**src/sv/pfs_pkg.sv**
```systemverilog
`default_nettype none

package pfs_pkg;

    localparam int PFS_ENTRIES = 256;

    localparam int ACTION_W = 3;
    localparam int INDEX_W  = 8;
    localparam int COLOR_W  = 16;
    localparam int SEQ_W    = 3;
    localparam int DEPTH_W  = 9;
    localparam int MODE_W   = 8;
    localparam int DELAY_W  = 3;
    localparam int CFG_IDX_W  = 2;
    localparam int CFG_DATA_W = 9;

    localparam logic [ACTION_W-1:0] ACT_LOAD     = 3'd0;
    localparam logic [ACTION_W-1:0] ACT_UPDATE   = 3'd1;
    localparam logic [ACTION_W-1:0] ACT_VANISH   = 3'd2;
    localparam logic [ACTION_W-1:0] ACT_FADE_OUT = 3'd3;
    localparam logic [ACTION_W-1:0] ACT_FADE_IN  = 3'd4;
    localparam logic [ACTION_W-1:0] ACT_RESTORE  = 3'd5;
    localparam logic [ACTION_W-1:0] ACT_READ     = 3'd6;

    localparam logic [SEQ_W-1:0] SEQ_IDLE     = 3'd0;
    localparam logic [SEQ_W-1:0] SEQ_MARK     = 3'd1;
    localparam logic [SEQ_W-1:0] SEQ_FADE_OUT = 3'd2;
    localparam logic [SEQ_W-1:0] SEQ_VANISH   = 3'd3;
    localparam logic [SEQ_W-1:0] SEQ_FADE_IN  = 3'd4;
    localparam logic [SEQ_W-1:0] SEQ_RESTORE  = 3'd5;
    localparam logic [SEQ_W-1:0] SEQ_DEAD     = 3'd6;

    localparam logic [CFG_IDX_W-1:0] REG_DEPTH       = 2'd0;
    localparam logic [CFG_IDX_W-1:0] REG_SEMI_TRANS  = 2'd1;
    localparam logic [CFG_IDX_W-1:0] REG_BLENDING    = 2'd2;
    localparam logic [CFG_IDX_W-1:0] REG_RENDER_MODE = 2'd3;

    localparam logic [1:0] MARK_NONE  = 2'd0;
    localparam logic [1:0] MARK_SET   = 2'd1;
    localparam logic [1:0] MARK_CLEAR = 2'd2;

    localparam logic [1:0] UPLOAD_NONE     = 2'd0;
    localparam logic [1:0] UPLOAD_WORKING  = 2'd1;
    localparam logic [1:0] UPLOAD_ORIGINAL = 2'd2;

    localparam logic [1:0] WALK_MARK   = 2'd0;
    localparam logic [1:0] WALK_DOWN   = 2'd1;
    localparam logic [1:0] WALK_VANISH = 2'd2;
    localparam logic [1:0] WALK_UP     = 2'd3;

    localparam logic [COLOR_W-1:0] SEMI_MASK  = 16'h8000;
    localparam logic [COLOR_W-1:0] RED_MASK   = 16'h001F;
    localparam logic [COLOR_W-1:0] GREEN_MASK = 16'h03E0;
    localparam logic [COLOR_W-1:0] BLUE_MASK  = 16'h7C00;
    localparam logic [COLOR_W-1:0] RED_STEP   = 16'd1;
    localparam logic [COLOR_W-1:0] GREEN_STEP = 16'd32;
    localparam logic [COLOR_W-1:0] BLUE_STEP  = 16'd1024;

    localparam int FADE_FIRST  = 8;
    localparam int RISE_FIRST  = 1;

    localparam logic [DELAY_W-1:0] DELAY_ONE  = 3'd1;
    localparam logic [DELAY_W-1:0] DELAY_FIVE = 3'd5;

    localparam logic [MODE_W-1:0] RENDER_FADE = 8'd1;

    typedef struct packed {
        logic [SEQ_W-1:0]   seq_state;
        logic               apply_render_mode;
        logic [MODE_W-1:0]  render_mode_value;
        logic               apply_anim_flags;
        logic               semi_trans_value;
        logic               blending_value;
        logic [1:0]         mark_change;
        logic [1:0]         upload_request;
        logic [DELAY_W-1:0] next_delay;
        logic               effect_dead;
        logic               flicker_start;
        logic [COLOR_W-1:0] entry_out;
    } pfs_result_t;

endpackage

`default_nettype wire

```
**src/sv/pfs_step_unit.sv**
```systemverilog
`default_nettype none

module pfs_step_unit import pfs_pkg::*; (
    input  wire logic [1:0]         mode,
    input  wire logic [COLOR_W-1:0] cur,
    input  wire logic [COLOR_W-1:0] orig,
    output logic      [COLOR_W-1:0] nxt,
    output logic                    moved
);

    logic [COLOR_W-1:0] v;
    logic               m;

    always_comb
    begin
        v = cur;
        m = 1'b0;
        case (mode)
            WALK_MARK:
            begin
                v = cur | SEMI_MASK;
            end
            WALK_VANISH:
            begin
                v = cur & SEMI_MASK;
            end
            WALK_DOWN:
            begin
                if ((v & RED_MASK) != '0)
                begin
                    m = 1'b1;
                    v = v - RED_STEP;
                end
                if ((v & GREEN_MASK) != '0)
                begin
                    m = 1'b1;
                    v = v - GREEN_STEP;
                end
                if ((v & BLUE_MASK) != '0)
                begin
                    m = 1'b1;
                    v = v - BLUE_STEP;
                end
                if (v == SEMI_MASK)
                begin
                    v = '0;
                end
            end
            WALK_UP:
            begin
                if (((v ^ orig) & RED_MASK) != '0)
                begin
                    m = 1'b1;
                    v = v + RED_STEP;
                end
                if (((v ^ orig) & GREEN_MASK) != '0)
                begin
                    m = 1'b1;
                    v = v + GREEN_STEP;
                end
                if (((v ^ orig) & BLUE_MASK) != '0)
                begin
                    m = 1'b1;
                    v = v + BLUE_STEP;
                end
            end
            default:
            begin
                v = cur;
            end
        endcase
        nxt   = v;
        moved = m;
    end

endmodule

`default_nettype wire

```
**config.mk**
```make
export PLATFORM = sky130hd
export DESIGN_NAME = pfs_step_unit
export DESIGN_NICKNAME = d
export VERILOG_FILES = /design/src/sv/pfs_pkg.sv /design/src/sv/pfs_step_unit.sv
export SDC_FILE = /design/constraint.sdc
export NUM_CORES = 1
export LEC_CHECK = 0
export ABC_CLOCK_PERIOD_IN_PS = 7800
export BUFFER_PORTS_ARGS = -buffer_cell sky130_fd_sc_hd__buf_2
export CAP_MARGIN = 20
export CORE_ASPECT_RATIO = 0.5
export CORE_MARGIN = 5
export CORE_UTILIZATION = 62
export DETAILED_ROUTE_END_ITERATION = 7
export GPL_TIMING_DRIVEN = 0
export PLACE_DENSITY = 0.93
export REMOVE_ABC_BUFFERS = 1
export SETUP_SLACK_MARGIN = 0.02
export SLEW_MARGIN = 25
export SYNTH_ARGS = -nofsm -noshare
export SYNTH_HDL_FRONTEND = slang
export SYNTH_SLANG_ARGS = --single-unit
```
**constraint.sdc**
```tcl
create_clock -name vclk -period 7.8
set_input_delay 1.17 -clock vclk [all_inputs]
set_output_delay 1.17 -clock vclk [all_outputs]
set_load 0.05 [all_outputs]
```
==> key figures <==
Run status
  • Outcome: complete, no violations

Power
  • PwrDens: between 60 and 70 nW/um^2
  • VDD IR-drop max: 58.4 uV
  • Lkg Pwr: 0.894 nW

Floorplan
  • Die outline width: about 94 um
  • Initial Util: 0.637
  • I/O pin cnt: 51
  • Die area: just under 5000 um^2
  • Core area: 3400 um^2
  • Row cnt: 15
  • DIE HEIGHT: roughly 52 um

Clock tree
  • CTS resizes: 0
  • Post-CTS Hold Buffers: 0
  • Post-CTS Repair Setup Buffers: 0

Synth
  • Post-Syn Area: ~2200 um^2
  • Netlist cell types: 66
  • Synthesized instance count: 322
  • Syn avg cell area: between 6 and 7 um^2
  • Synthesis Warnings: 0
  • Sequential-to-total area share from yosys stat: 0

Critical path
  • Setup crit start kind: primary input
  • Crit-path max cell delay: roughly 500 ps
  • Worst-path maximum fanout: 11
  • Most used cell, CP: ha_1
  • Worst path bufs/invs: 4
  • CP max-delay cell: xnor2_1
  • Crit path DAT: 5770 ps
  • CP top delay family: simple AND/OR/NAND/NOR gates
  • Kind of critical path: in2out
  • CP Cell Sequence: buf_2 -> inv_1 -> ha_1 -> or3_1 -> or2_1 -> xnor2_1 -> inv_1 -> ha_1 -> nor4_1 -> xnor2_1 -> ha_1 -> a31o_2 -> mux2i_1 -> nor4_1 -> nand2_1 -> o31ai_1 -> o2bb2ai_1 -> a31oi_1 -> buf_2
  • WP depth: 19
  • Worst EP required: between 6000 and 7000 ps
  • Critical path capture point type: primary output

Hold path
  • Hold WC Path Type: in2out
  • Worst hold stages: 4

Timing
  • Final period utilization: 0.890
  • RSZ-0062 raised after global routing: false
  • Worst slew margin: 0.517
  • Final hold vios: 0
  • Worst Tran Pin Value: between 700 and 800 ps
  • Max Transition Viols Final: 0
  • Post-layout min period: 6940 ps
  • Max Clock Freq: between 100 and 150 MHz
  • Post-route setup TNS: 0 ps
  • Final number of setup-violating endpoints: 0

Placement
  • Placed cells: slightly below 400
  • GP Congestion: 1.01
  • HPWL after DPL: just over 5000 um
  • I/O Buffers: 50

Route
  • Via count: between 2,000 and 3,000
  • Highest Signal Layer: met4
  • Final ANT Viol Nets: 0
  • Vias per inst: 6.50
  • Initial DRT Pass Iterations: 5
  • Met2 routed WL: 2790 um
  • DRT iter0 DRCs: approximately 280
  • WL/cell: 16.2 um
  • DRC viols: 0
  • M1 wire length: around 2900 um
  • WL final: ~6400 um
  • Routed wl met3: between 600 and 700 um

Layout
  • # clk buffers: 0
  • Number of non-filler instances in the completed layout: ~400
  • Layout cells sized above 1: 0.180
  • Fill cell count: 300
  • Multi-input logic area: just under 2000 um^2
  • Area growth from synthesis to layout: 7.69%
  • Ant. Diodes: 0
  • Nets: 387
  • FFs & Latches: 0
  • Most frequent cells in the layout: buf_2, xnor2_1, nand2_1
  • Final Core Density: 0.686
  • Commonest non-fill, non-tap cell in the layout: buf_2
  • Sequential cell area: 0 um^2

Global routing
  • First-pass GRT wire length: around 10,000 um
  • Tot GR Track Use: 0.259
  • Vias in the first global route: 2,233
  • Total gr overflow: 0
  • Largest net degree at the start of global routing: 27
  • Initial antenna violation count: 0

Flow run
  • Number of max-cap violations: 0
==> cell families (layout without fill, tap and decap cells) <==
family	Yosys count	count (layout)	share of synthesized area
adders and majority gates	8	8	0.0451
muxes	12	12	0.0555
buffers and inverters	42	64	0.0925
and+or+nand+nor	129	129	0.318
AOI/OAI and AO/OA	80	80	0.270
xor gates and xnor gates	51	51	0.219
==> final cells by class <==
| type | count | share of cell area |
|---|---|---|
| inverters | 14 | 0.0226 |
| multi-input cells | 280 | 0.843 |
| repair buffers | 50 | 0.107 |
| well taps | 51 | 0.0274 |
==> worst min-delay path, stage by stage <==
cell and delay [ps]:
buf_2 120, o2bb2ai_1 140, a31oi_1 40, buf_2 200
==> path summary, 6_finish.rpt <==
check                    from  endpoint
worst max-delay path   cur[0]   nxt[15]
worst min-delay path  cur[15]   nxt[15]
==> metrics by stage <==
step | setup slack, ps | area (um^2) | power (mW) | hold WS [ps]
CTS | 1020 | 2330 | 0.156 | 2850
floorplan | 1380 | 2020 | 0.108 | 2630
global placement | 1190 | 2330 | 0.150 | 2820
finish | 857 | 2330 | 0.158 | 2850
global route | 637 | 2330 | 0.169 | 2870
detailed placement | 1030 | 2330 | 0.155 | 2840
==> metal layers <==
metal | vias up | track usage
met5 | - | 0
met4 | 0 | 0.0408
met3 | 16 | 0.0390
met2 | 144 | 0.412
met1 | 1180 | 0.377
li1 | 1227 | -
==> report_power, final <==
group	internal (mW)	total [mW]	leakage [nW]	switching (mW)
combinational	0.0525	0.158	0.894	0.105
sequential	0	0	0	0
clock	0	0	0	0
total	0.0525	0.158	0.894	0.105
==> synth_stat cells, drive strengths merged, types with 7 or more instances <==
cell,instances,area share
xor2,13,0.053
nand2,31,0.055
and2,7,0.020
xnor2,36,0.15
clkbuf,16,0.028
o21ai,14,0.032
mux2i,12,0.056
or3,10,0.029
buf,12,0.040
nor2,16,0.028
nand4,7,0.020
inv,14,0.024
ha,7,0.040
nand3,13,0.032
nor3,14,0.032
a21oi,16,0.037
Note: power is estimated with default switching activity, not from simulation.
